[config.mk]
export PLATFORM = sky130hd
export DESIGN_NAME = ofp_bscale
export DESIGN_NICKNAME = d
export VERILOG_FILES = /design/src/sv/assert_macros.svh /design/src/sv/ofp_pkg.sv /design/src/sv/ofp_bscale.sv
export SDC_FILE = /design/constraint.sdc
export NUM_CORES = 1
export LEC_CHECK = 0
export BUFFER_PORTS_ARGS = -buffer_cell sky130_fd_sc_hd__buf_2
export CORE_UTILIZATION = 48
export CTS_BUF_LIST = sky130_fd_sc_hd__clkbuf_16
export DETAILED_ROUTE_END_ITERATION = 16
export GPL_ROUTABILITY_DRIVEN = 0
export GPL_TIMING_DRIVEN = 0
export PLACE_DENSITY = 0.75
export SYNTH_ARGS = -nofsm -noshare
export SYNTH_HDL_FRONTEND = slang
export SYNTH_SLANG_ARGS = --single-unit
[constraint.sdc]
create_clock -name clk -period 7.2 [get_ports clk]
set_input_delay 0.72 -clock clk [delete_from_list [all_inputs] [get_ports clk]]
set_output_delay 0.72 -clock clk [all_outputs]
set_load 0.005 [all_outputs]
[src/sv/assert_macros.svh]
// Assertion helpers for the RTL core.
`ifndef ASSERT_MACROS_SVH
`define ASSERT_MACROS_SVH

// Same-cycle implication.
`define OFP_ASSERT_IMP(lbl, clk, rst, ante, cons, msg) \
  lbl: assert property (@(posedge clk) disable iff (rst) (ante) |-> (cons)) \
    else $error(msg);

// Next-cycle implication.
`define OFP_ASSERT_NXT(lbl, clk, rst, ante, cons, msg) \
  lbl: assert property (@(posedge clk) disable iff (rst) (ante) |=> (cons)) \
    else $error(msg);

`endif

[src/sv/ofp_pkg.sv]
package ofp_pkg;

  localparam int COORD_WIDTH_DEF = 32;
  localparam int E_W        = 32;           // matrix entry, Q2.30
  localparam int SC_W       = 30;           // block-scaled magnitude bits
  localparam int SC_TOP     = SC_W - 1;     // leading one lands here
  localparam int SQ_W       = 62;           // sum of three squares
  localparam int ROOT_W     = 31;
  localparam int NUM_W      = 61;           // (m << 30) + r/2
  localparam int Q_W        = 31;
  localparam int D_MAG_W    = 34;           // remainder vector magnitude
  localparam int BSCALE_LAT = 3;
  localparam int UNIT_LAT   = BSCALE_LAT + 2 + ROOT_W + Q_W + 1;
  localparam int OUT_TD_W   = 9 * E_W;

  localparam logic signed [E_W-1:0] ONE_Q30 = 32'sh4000_0000;

  typedef logic signed [E_W-1:0] ent_t;

  typedef struct packed {
    logic ok;
    ent_t x;
    ent_t y;
    ent_t z;
  } uvec_t;

  // divide by 2^30, round half away from zero
  function automatic logic signed [63:0] rnd30(input logic signed [63:0] v);
    logic [63:0] m;
    m = v[63] ? $unsigned(-v) : $unsigned(v);
    m = (m + (64'd1 << 29)) >> 30;
    return v[63] ? -$signed(m) : $signed(m);
  endfunction

  function automatic ent_t clamp1(input logic signed [63:0] v);
    if (v > 64'sd1073741824) begin
      return ONE_Q30;
    end else if (v < -64'sd1073741824) begin
      return -ONE_Q30;
    end else begin
      return $signed(v[E_W-1:0]);
    end
  endfunction

endpackage

[src/sv/ofp_bscale.sv]
// Block scaling: largest magnitude's top bit moved to bit 29. Three stages.
module ofp_bscale import ofp_pkg::*; #(
  parameter int MAGW = 32
) (
  input  logic                       clk,
  input  logic                       en,
  input  logic [2:0][MAGW-1:0]       mag,
  input  logic [2:0]                 neg,
  output logic [2:0][SC_W-1:0]       vmag,
  output logic [2:0]                 vneg,
  output logic                       ok
);

  localparam int TW = $clog2(MAGW);

  logic [2:0][MAGW-1:0] mag1, mag2;
  logic [2:0]           neg1, neg2;
  logic [MAGW-1:0]      m01, mx_c, mx1;
  logic [TW-1:0]        t_c, t2;
  logic                 ok2;

  assign m01  = (mag[0] > mag[1]) ? mag[0] : mag[1];
  assign mx_c = (m01 > mag[2]) ? m01 : mag[2];

  always_comb begin
    t_c = '0;
    for (int i = 0; i < MAGW; i++) begin
      if (mx1[i]) t_c = TW'(i);
    end
  end

  always_ff @(posedge clk) begin
    if (en) begin
      mag1 <= mag;
      neg1 <= neg;
      mx1  <= mx_c;
      mag2 <= mag1;
      neg2 <= neg1;
      t2   <= t_c;
      ok2  <= |mx1;
      vneg <= neg2;
      ok   <= ok2;
    end
  end

  for (genvar i = 0; i < 3; i++) begin : g_sh
    logic [MAGW+SC_TOP-1:0] wide;
    // (mag << 29) >> t: left or right shift in one step, truncating
    assign wide = {mag2[i], {SC_TOP{1'b0}}} >> t2;
    always_ff @(posedge clk) begin
      if (en) vmag[i] <= wide[SC_W-1:0];
    end
  end

endmodule

==> flow_metrics.py <==
metrics = {
    "critical_path": {
        "crit_path_max_fanout": 10,
        "cp-start-kind": "primary input",
        "path_class": "in2reg",
        "crit_path_end_kind": "flip-flop",
        "r2r_cells": 9,
        "required_ps": 7460,
        "cp.arrival_ps": 6380,
    },
    "power": {
        "ir_drop_uv": 199,
        "p_leak_uw": 0.00814,
        "p_per_area_mw_per_mm2": 262,
    },
    "timing": {
        "slew_violations": 0,
        "period_needed_ps": 6120,
        "relSlewSlack_pct": 39.5,
        "fin_skew_ps": 13.6,
        "period_share_pct": 85.0,
        "worst_pin_slew_ps": 897,
        "setup_viol": 0,
        "tns_ps": 0,
        "rsz0062_at_grt": "no",
        "clock.fmax_ghz": 0.163,
        "hold_viol_final": 0,
    },
    "grt": {
        "grt_pass1_wl_um": 71000,
        "grt_antenna_before_repair": 0,
        "grt_max_degree": 137,
        "grt_usage_pct": 25.9,
        "grt_pass1_vias": 12100,
        "grt-ovfl-total": 0,
    },
    "clock_tree": {
        "ctsResizeCount": 0,
        "clkTransAtPathRegs_ps": 60,
        "cts_max_level": 2,
        "clk_latency_ps": 510,
        "tritoncts": "yes",
        "clk_root_buffer_cell": "clkbuf_16",
        "cts_setup_buffers": 0,
        "cts.sinks": 330,
        "cts_buffer_depth": 3,
        "hold_buffers": 0,
        "numCtsBuffers": 34,
    },
    "logic_synthesis": {
        "synth_ff_type": "edfxtp_1",
        "ys_types": 58,
        "netlist_area_mm2": 0.0172,
        "yosys_warnings": 0,
        "syn_nets": 1518,
        "synth_edf_count": 330,
        "synth-seq-area-share_pct": 57.6,
        "ys_ff_latch": 330,
        "syn_avg_cell_area_um2": 12.7,
        "syn_inst": 1353,
        "async_flop_share_pct": 0,
    },
    "floorplan": {
        "start_util_pct": 49.3,
        "io-pin-count": 195,
        "die_h_um": 191,
        "die_width_um": 191,
        "core_area_mm2": 0.0349,
        "fp-row-count": 68,
        "die-area_mm2": 0.0366,
    },
    "run": {
        "max_cap_violations": 0,
    },
    "final_layout": {
        "fin_nets": 1750,
        "drive_gt1_share_pct": 24.8,
        "final_util_pct": 57.0,
        "syn_to_final_growth_pct": 15.5,
        "n_antenna_cell": 0,
    },
    "min_path": {
        "holdPathStages": 1,
        "hold_path.class": "in2reg",
    },
    "detailed_routing": {
        "drc": 0,
        "drt_iter0_markers": 1822,
        "dr.pass1.iters": 8,
        "via_count": 12400,
        "viasPerCell": 6.00,
        "wl_per_cell_um": 22.9,
        "wirelength_um": 47200,
        "ant_nets": 0,
    },
    "placed_design": {
        "hpwl_um": 36800,
        "io_buffers": 194,
    },
    "run_status": {
        "status": "finished clean",
    },
}
==> report_power, final <==
| group | leakage, uW | switching, uW | total, uW | internal (uW) |
|---|---|---|---|---|
| Sequential | 0.00324 | 88.1 | 2430 | 2340 |
| Clock | 0.000543 | 700 | 1690 | 989 |
| Combinational | 0.00436 | 647 | 1090 | 442 |
| Total | 0.00814 | 1440 | 5210 | 3770 |
==> path summary, 6_finish.rpt <==
| kind | start | end | slack [ps] |
|---|---|---|---|
| worst max-delay path | mag[54] | mx1[25] | 1080 |
| worst min register to register | mag1[5] | mag2[5] | 420 |
| worst max register to register | t2[1] | vmag[56] | 3780 |
| worst min-delay path | neg[1] | neg1[1] | 400 |
==> synth_stat cells (2+ instances only) <==
master / instances / area, um2
o22ai_1: 15 / 93.8
mux2_4: 50 / 751
o211ai_1: 30 / 225
buf_2: 18 / 90.1
nor2b_1: 13 / 81.3
a31oi_1: 3 / 18.8
nor4_1: 4 / 25.0
edfxtp_1: 330 / 9910
or3_1: 2 / 12.5
nor2_1: 109 / 409
nand2_1: 155 / 582
inv_1: 75 / 282
mux2_2: 33 / 372
a31o_2: 6 / 52.6
buf_1: 8 / 30.0
nor3_1: 15 / 75.1
o221ai_1: 2 / 17.5
mux4_2: 35 / 788
a21oi_1: 75 / 375
and2_1: 3 / 18.8
or2_2: 5 / 31.3
o21ai_0: 71 / 355
a22o_1: 3 / 26.3
a221oi_1: 2 / 17.5
o21bai_1: 4 / 30.0
clkbuf_1: 46 / 173
nand4_1: 11 / 68.8
a211oi_1: 12 / 90.1
nand3_1: 19 / 95.1
a211o_1: 2 / 17.5
o31ai_1: 2 / 15.0
mux2i_1: 98 / 981
nand2b_1: 3 / 18.8
ha_1: 64 / 801
buf_6: 3 / 33.8
or2b_2: 2 / 17.5
o21a_1: 3 / 22.5
and3_1: 2 / 12.5
==> critical path: stages <==
cell and delay, ps:
buf_2 120, inv_1 50, ha_1 350, nand4_4 190
nor4_4 520, o311ai_1 280, a41o_1 310, a22o_4 260
buf_6 180, mux2_4 320, ha_1 300, nand4_1 130
nor3_1 420, nand3_1 220, a211oi_1 360, and3b_1 230
a21oi_1 570, buf_2 430, mux2_2 380
==> cell families after synthesis <==
logic type | after synthesis | share of synthesized area, %
AOI/OAI and AO/OA | 241 | 8.49
DFF | 330 | 57.6
and+or+nand+nor | 350 | 8.90
muxes | 216 | 16.8
buffers and inverters | 152 | 3.58
adders and majority gates | 64 | 4.65
==> layout make-up <==
| type | count | area, um2 |
|---|---|---|
| clock inverter | 24 | 194 |
| multi-input combinational | 871 | 6690 |
| fill | 2812 | 15000 |
| clock buffer | 35 | 876 |
| timing repair buffer | 196 | 1040 |
| inverter | 77 | 289 |
| sequential | 330 | 9910 |
| buffer | 75 | 327 |
| tap | 455 | 569 |
==> registers in the layout (all words and copies together), names as in the netlist <==
register and count:
neg2 3, ok 1, mag1 96, ok2 1, mag2 96, vneg 3, vmag 90, mx1 32
neg1 3, t2 5
==> routing by layer <==
layer  global-route usage, %  wire length, um  up-vias
li1                        -                -     5538
met4                    12.0             2440        0
met2                    40.8            21300      835
met1                    34.3            18800     5809
met5                       0                0        -
met3                    5.47             4670      206
==> metrics by stage <==
stage | instances | total power (uW) | hold WS, ps | cell area [um2] | setup slack [ps]
after floorplan | 1353 | 3090 | 400 | 17200 | 2280
after global placement | 2002 | 3490 | 400 | 18800 | 659
after detailed placement | 2004 | 3510 | 405 | 18800 | 558
after CTS | 2063 | 5200 | 379 | 19900 | 1060
after global routing | 2063 | 5400 | 383 | 19900 | 840
final | 2063 | 5210 | 396 | 19900 | 1080
==> cells in the final DEF, fill, tap and decap left out, types with 5 or more instances in the layout <==
cell and n:
nor2b_1 13, clkbuf_1 46, clkbuf_16 35, nand2_1 155
mux2i_1 98, ha_1 64, o21ai_0 71, o22ai_1 15
inv_1 82, nor2_1 109, nor3_1 15, nand4_1 11
mux2_2 33, buf_1 8, mux4_2 35, edfxtp_1 330
a21oi_1 75, a31o_2 6, or2_2 5, nand3_1 19
mux2_4 50, a211oi_1 12, clkinv_1 8, buf_2 211
o211ai_1 30
Note: power is estimated with default switching activity, not from simulation.
