===== config.mk =====
export PLATFORM = sky130hd
export DESIGN_NAME = ofp_out_buf
export DESIGN_NICKNAME = d
export VERILOG_FILES = /design/src/sv/assert_macros.svh /design/src/sv/ofp_out_buf.sv
export SDC_FILE = /design/constraint.sdc
export NUM_CORES = 1
export LEC_CHECK = 0
export ABC_CLOCK_PERIOD_IN_PS = 1400
export BUFFER_PORTS_ARGS = -buffer_cell sky130_fd_sc_hd__clkbuf_2
export CORE_ASPECT_RATIO = 1.25
export CORE_MARGIN = 2
export CORE_UTILIZATION = 44
export DETAILED_ROUTE_END_ITERATION = 8
export PLACE_DENSITY = 0.74
export SLEW_MARGIN = 40
export SYNTH_ARGS = -nofsm -noshare
export SYNTH_HDL_FRONTEND = slang
export SYNTH_SLANG_ARGS = --single-unit

===== constraint.sdc =====
create_clock -name clk -period 1.4 [get_ports clk]
set_input_delay 0.28 -clock clk [delete_from_list [all_inputs] [get_ports clk]]
set_output_delay 0.28 -clock clk [all_outputs]
set_load 0.005 [all_outputs]

===== src/sv/assert_macros.svh =====
// Assertion helpers for the RTL core.
`ifndef ASSERT_MACROS_SVH
`define ASSERT_MACROS_SVH

// Same-cycle implication.
`define OFP_ASSERT_IMP(lbl, clk, rst, ante, cons, msg) \
  lbl: assert property (@(posedge clk) disable iff (rst) (ante) |-> (cons)) \
    else $error(msg);

// Next-cycle implication.
`define OFP_ASSERT_NXT(lbl, clk, rst, ante, cons, msg) \
  lbl: assert property (@(posedge clk) disable iff (rst) (ante) |=> (cons)) \
    else $error(msg);

`endif


===== src/sv/ofp_out_buf.sv =====
// Two-entry result buffer between the pipeline and the output port.
module ofp_out_buf #(
  parameter int WIDTH = 8
) (
  input  logic             clk,
  input  logic             rst,
  input  logic             push,
  input  logic [WIDTH-1:0] din,
  output logic             full,
  output logic             valid,
  input  logic             ready,
  output logic [WIDTH-1:0] dout
);

  logic [WIDTH-1:0] slot [2];
  logic             wr_ptr, rd_ptr;
  logic [1:0]       count, count_next;
  logic             pop;

  assign pop   = valid && ready;
  assign valid = count != 2'd0;
  assign full  = count == 2'd2;
  assign dout  = slot[rd_ptr];

  always_comb begin
    count_next = count;
    if (push && !pop) count_next = count + 2'd1;
    else if (pop && !push) count_next = count - 2'd1;
  end

  always_ff @(posedge clk) begin
    if (rst) begin
      count  <= '0;
      wr_ptr <= 1'b0;
      rd_ptr <= 1'b0;
    end else begin
      count <= count_next;
      if (push) wr_ptr <= !wr_ptr;
      if (pop) rd_ptr <= !rd_ptr;
    end
  end

  always_ff @(posedge clk) begin
    if (push) slot[wr_ptr] <= din;
  end

endmodule


==> impl_metrics.yaml, run 1 <==
clocking:
  clockBufferDepth: 2
  cts_tree: "yes"
  cts.sink_count: 21
  cts_made_buffers: 3
  cts_max_level: 1
  cts_hold_buf: 0
  cts_root_buf: "clkbuf_4"
  path_clk_slew_ns: 0.11
  clock_latency_ns: 0.29
min_path:
  hp-class: "in2reg"
routing:
  via_count: 449
  drtIter0Drc: 7
  dr.pass1.iters: 2
  avgViaCountPerCell: 4.68
  wire_per_inst_um: 12.6
  drc: 0
  finalWirelength_um: 1210
  ant_nets: 0
setup_path:
  critPathMaxFanout: 8
  cpMaxStageDelayCell: "dfxtp_4"
  cp.arrival_ns: 1.17
  path_buf_inv: 1
  worstSetupPathType: "reg2out"
  worst_setup_path_start_kind: "flip-flop"
  end_kind: "primary output"
  crit_family: "flip-flops"
  required_ns: 1.12
  cp_slowest_stage_delay_ns: 0.45
  critical_path.cell_chain: "mux2_4, clkbuf_2"
timing:
  final_max_slew_viol_count: 0
  fmax_mhz: 689
  setup_viol: 8
  post-route-period-util_pct: 104
  max_slew_margin_pct: 73.8
  whs_ns: 0.168
  finClkSkew_ns: 0.000932
  worst_slack_ns: -0.0513
  hold_viol_final: 0
  period_needed_ns: 1.45
  max_slew.worst_pin.slew_ns: 0.393
  rsz0062_at_grt: "true"
synth:
  syn_nets: 60
  syn-instance-count: 47
  synth_warnings: 0
  ys_seq_elements: 21
  synth_area_per_cell_um2: 16.7
  ys_types: 15
  netlist_area_um2: 787
  seq_area_frac_synth_pct: 73.8
place:
  dp.cells: 89
  io_buffers: 21
  gp_congestion: 0.649
  dp.final_hpwl_um: 834
  place_ws_ns: 0.0601
die:
  die_h_um: 51.3
  io_pins: 22
  die_w_um: 41.8
  rows: 17
  start_util_pct: 45.7
  core_area_um2: 1720
  die_area_um2: 2150
job:
  maxCapViolCount: 0
global_routing:
  overflow: 0
  grt_antenna_before_repair: 0
  grt_max_degree: 13
  grt_usage_pct: 12.1
  first_global_vias: 406
  grt_pass1_wl_um: 1790
cells_and_area:
  drive_above_1_share_pct: 58.4
  antenna_cells: 0
  nNetsFinal: 91
  final_cell_count_no_fill: 96
  area_growth_syn_to_layout_pct: 30.8
pwr:
  cellLeakagePower_nw: 0.439
  ir_drop_mv: 1.29
  p_total_mw: 1.72
  power_density_nw_per_um2: 1670
status:
  violations: "setup timing"
  outcome: "finished, violations left"
==> metal layers <==
layer / global-route usage [%] / part of all wire [%]
met5: 0 / 0
met4: 9.68 / 1.2
met3: 2.47 / 4.5
met2: 19.3 / 52
met1: 14.1 / 42
==> repair_timing <==
item                                    4_1_cts  5_1_grt
gates resized for setup                       6        9
buffers inserted                              2        1
endpoints found under the setup margin        9       10
pin swaps                                     0        2
==> where the power goes <==
part	internal [mW]	leakage (nW)	switching, mW
registers	0.774	0.193	0.0927
logic	0.383	0.229	0.193
clock network	0.106	0.0177	0.173
total	1.26	0.439	0.459
==> Yosys cell counts (all sizes together) <==
library cell  instances  area [um^2]
nor2b                 1         6.26
or3                   1         6.26
ha                    1         12.5
a21oi                 1         5.00
buf                   1         5.00
and2b                 1         8.76
xnor2                 1         8.76
xor2                  3         26.3
mux2                  8         90.1
nor2                  4         15.0
and2                  1         6.26
or2                   1         6.26
o21ai                 2         10.0
dfxtp                 5          100
edfxtp               16          480
==> cells by family after synthesis <==
kind of cell	synth area share, %
AOI/OAI and AO/OA	1.91
xor gates and xnor gates	4.45
adders and majority gates	1.59
buffers and inverters	0.635
DFF	73.8
muxes	11.4
and+or+nand+nor	6.20
==> final cells by class <==
cell class | instances | area [um^2]
fill | 142 | 693
clock buffer | 3 | 22.5
tap | 19 | 23.8
clock inverter | 1 | 5.00
multi-input combinational | 25 | 238
timing repair buffer | 27 | 154
sequential | 21 | 587
==> through the flow <==
stage	setup TNS, ns	utilization, %	instance area (um^2)
after detailed placement	0	54.2	933
after global routing	-0.812	59.8	1030
after CTS	-0.577	57.5	991
after global placement	0	54.2	933
after floorplan	0	-	787
final	-0.390	59.8	1030
==> path summary, 6_finish.rpt <==
check                   startpoint               endpoint  slack [ns]  cells past startpoint
max                      flip-flop                dout[4]       -0.05                      2
min                         din[0]   slot[1][0]$_DFFE_PP_        0.17                      1
max reg2reg  count[0]$_SDFFE_PP0P_  count[1]$_SDFFE_PP0P_        0.08                      4
min reg2reg    rd_ptr$_SDFFE_PP0P_    rd_ptr$_SDFFE_PP0P_        0.52                      2
==> layout by cell type, fill, tap and decap left out <==
master	count
a21oi_1	1
and2_1	1
and2b_2	1
buf_4	5
buf_6	1
clkbuf_2	21
clkbuf_4	3
clkinv_2	1
dfxtp_1	2
dfxtp_2	2
dfxtp_4	1
edfxtp_1	16
ha_1	1
mux2_4	8
nor2_1	4
nor2b_1	1
o21ai_0	1
o21ai_2	1
or2_4	1
or3_1	1
xnor2_1	1
xor2_1	3
==> sequential cells by signal, indices dropped and copies added, names as in the netlist, named ones only <==
register and flops:
count 2, slot 16, rd_ptr 1, wr_ptr 1
No activity file was read; power rests on OpenSTA's default activity.
==> run 2, diff against run 1 <==
CORE_UTILIZATION = 47   (was 44)
CTS_BUF_LIST = sky130_fd_sc_hd__clkbuf_4 sky130_fd_sc_hd__clkbuf_8   (was not set)
PLACE_DENSITY = 0.78   (was 0.74)
==> impl_metrics.yaml, run 2 (synthesized netlist as in run 1, its figures left out) <==
status:
  outcome: "finished, violations left"
  violations: "setup timing"
cells_and_area:
  final_area_um2: 1050
  ff_latch_area_um2: 584
  n_fill_cell: 114
  top_regs: "slot x16, count x2"
  nNetsFinal: 90
  largest_reg_flops: 16
  mostFrequentLayoutCell: "clkbuf_2"
  final_cell_mix: "clkbuf_2, edfxtp_1, mux2_4"
  multi_input_area_um2: 258
  drive_above_1_share_pct: 59.2
  top_register: "slot"
  antenna_cells: 0
  area_growth_syn_to_layout_pct: 34.0
clocking:
  cts_tree: "yes"
  path_clk_slew_ns: 0.10
  cts_root_buf: "clkbuf_4"
  cts_made_buffers: 3
  cts_max_level: 1
  clock_latency_ns: 0.29
  cts_hold_buf: 0
  cts.sink_count: 21
  clockBufferDepth: 2
timing:
  finClkSkew_ns: 0.000664
  post-route-period-util_pct: 106
  whs_ns: 0.169
  hold_viol_final: 0
  setup_viol: 8
  fmax_mhz: 676
  period_needed_ns: 1.48
  rsz0062_at_grt: "true"
  max_slew.worst_pin.slew_ns: 0.400
  worst_slack_ns: -0.0790
  max_slew_margin_pct: 73.3
  final_max_slew_viol_count: 0
die:
  start_util_pct: 50.4
  rows: 16
  die_w_um: 40.6
  die_area_um2: 2020
  die_h_um: 49.8
  io_pins: 22
  core_area_um2: 1560
routing:
  avgViaCountPerCell: 5.00
  ant_nets: 0
  dr.pass1.iters: 2
  drtIter0Drc: 5
  finalWirelength_um: 1250
  wire_per_inst_um: 13.3
  via_count: 470
  drc: 0
pwr:
  power_density_nw_per_um2: 1710
  ir_drop_mv: 1.38
  p_total_mw: 1.81
  cellLeakagePower_nw: 0.440
global_routing:
  first_global_vias: 489
  grt_pass1_wl_um: 2010
  overflow: 0
  grt_usage_pct: 15.6
  grt_antenna_before_repair: 0
  grt_max_degree: 12
setup_path:
  worst_setup_path_start_kind: "flip-flop"
  critPathMaxFanout: 8
  end_kind: "primary output"
  required_ns: 1.12
  worstSetupPathType: "reg2out"
  cp.arrival_ns: 1.20
job:
  maxCapViolCount: 0
min_path:
  hp-class: "in2reg"
place:
  dp.final_hpwl_um: 914
  io_buffers: 21
  place_area_um2: 940
  gp_congestion: 0.675
## run 2: cell count changes in the layout (fill, tap and decap cells not counted), sizes merged
cell / previous run / this run
clkinv: 1 / 0
## run 2: per-layer routing
layer  share of wire (%)  vias up  GRT usage [%]  wire (um)
met5                   0        -              0          0
met2                  53       15           24.9        665
met4                 3.3        0           11.7         41
met3                 5.0        4           2.70         62
li1                    -      231              -          -
met1                  38      220           17.1        478
## run 2: power breakdown
group / internal, mW / total, mW / leakage (nW) / switching (mW)
combinational: 0.432 / 0.686 / 0.229 / 0.255
clock: 0.130 / 0.293 / 0.0184 / 0.163
sequential: 0.768 / 0.829 / 0.193 / 0.0606
## run 2: timing repair
item / 4_1_cts / 5_1_grt
setup buffers: 0 / 1
gates resized for setup: 14 / 5
pin swaps: 0 / 1
endpoints found under the setup margin: 9 / 10
## run 2: metrics by stage
step	cells	TNS (ns)	setup WS, ns	util, %
global route	94	-1.01	-0.131	67.5
global placement	89	0	0.100	60.2
finish	94	-0.585	-0.0790	67.5
detailed placement	89	0	0.0377	60.2
floorplan	47	0	0.0489	-
CTS	93	-0.723	-0.0985	65.1
## run 2: layout make-up
class / count / share of cell area [%]
multi-input combinational: 25 / 24.4
tap: 18 / 2.14
timing repair buffer: 26 / 15.2
sequential: 21 / 55.4
clock buffer: 4 / 2.85
## run 2: final timing paths
check                        start                    end  slack (ns)  depth (start not counted)
min                         din[1]   slot[0][1]$_DFFE_PP_        0.17                          1
min reg2reg  count[1]$_SDFFE_PP0P_  count[1]$_SDFFE_PP0P_        0.52                          2
max                      flip-flop                dout[5]       -0.08                          3
max reg2reg  count[0]$_SDFFE_PP0P_  count[1]$_SDFFE_PP0P_        0.08                          4
## run 2: critical path, cell delays in order, from the launching register on
cell and delay, ns:
dfxtp_2 0.35, buf_8 0.14, mux2_4 0.30, clkbuf_2 0.11
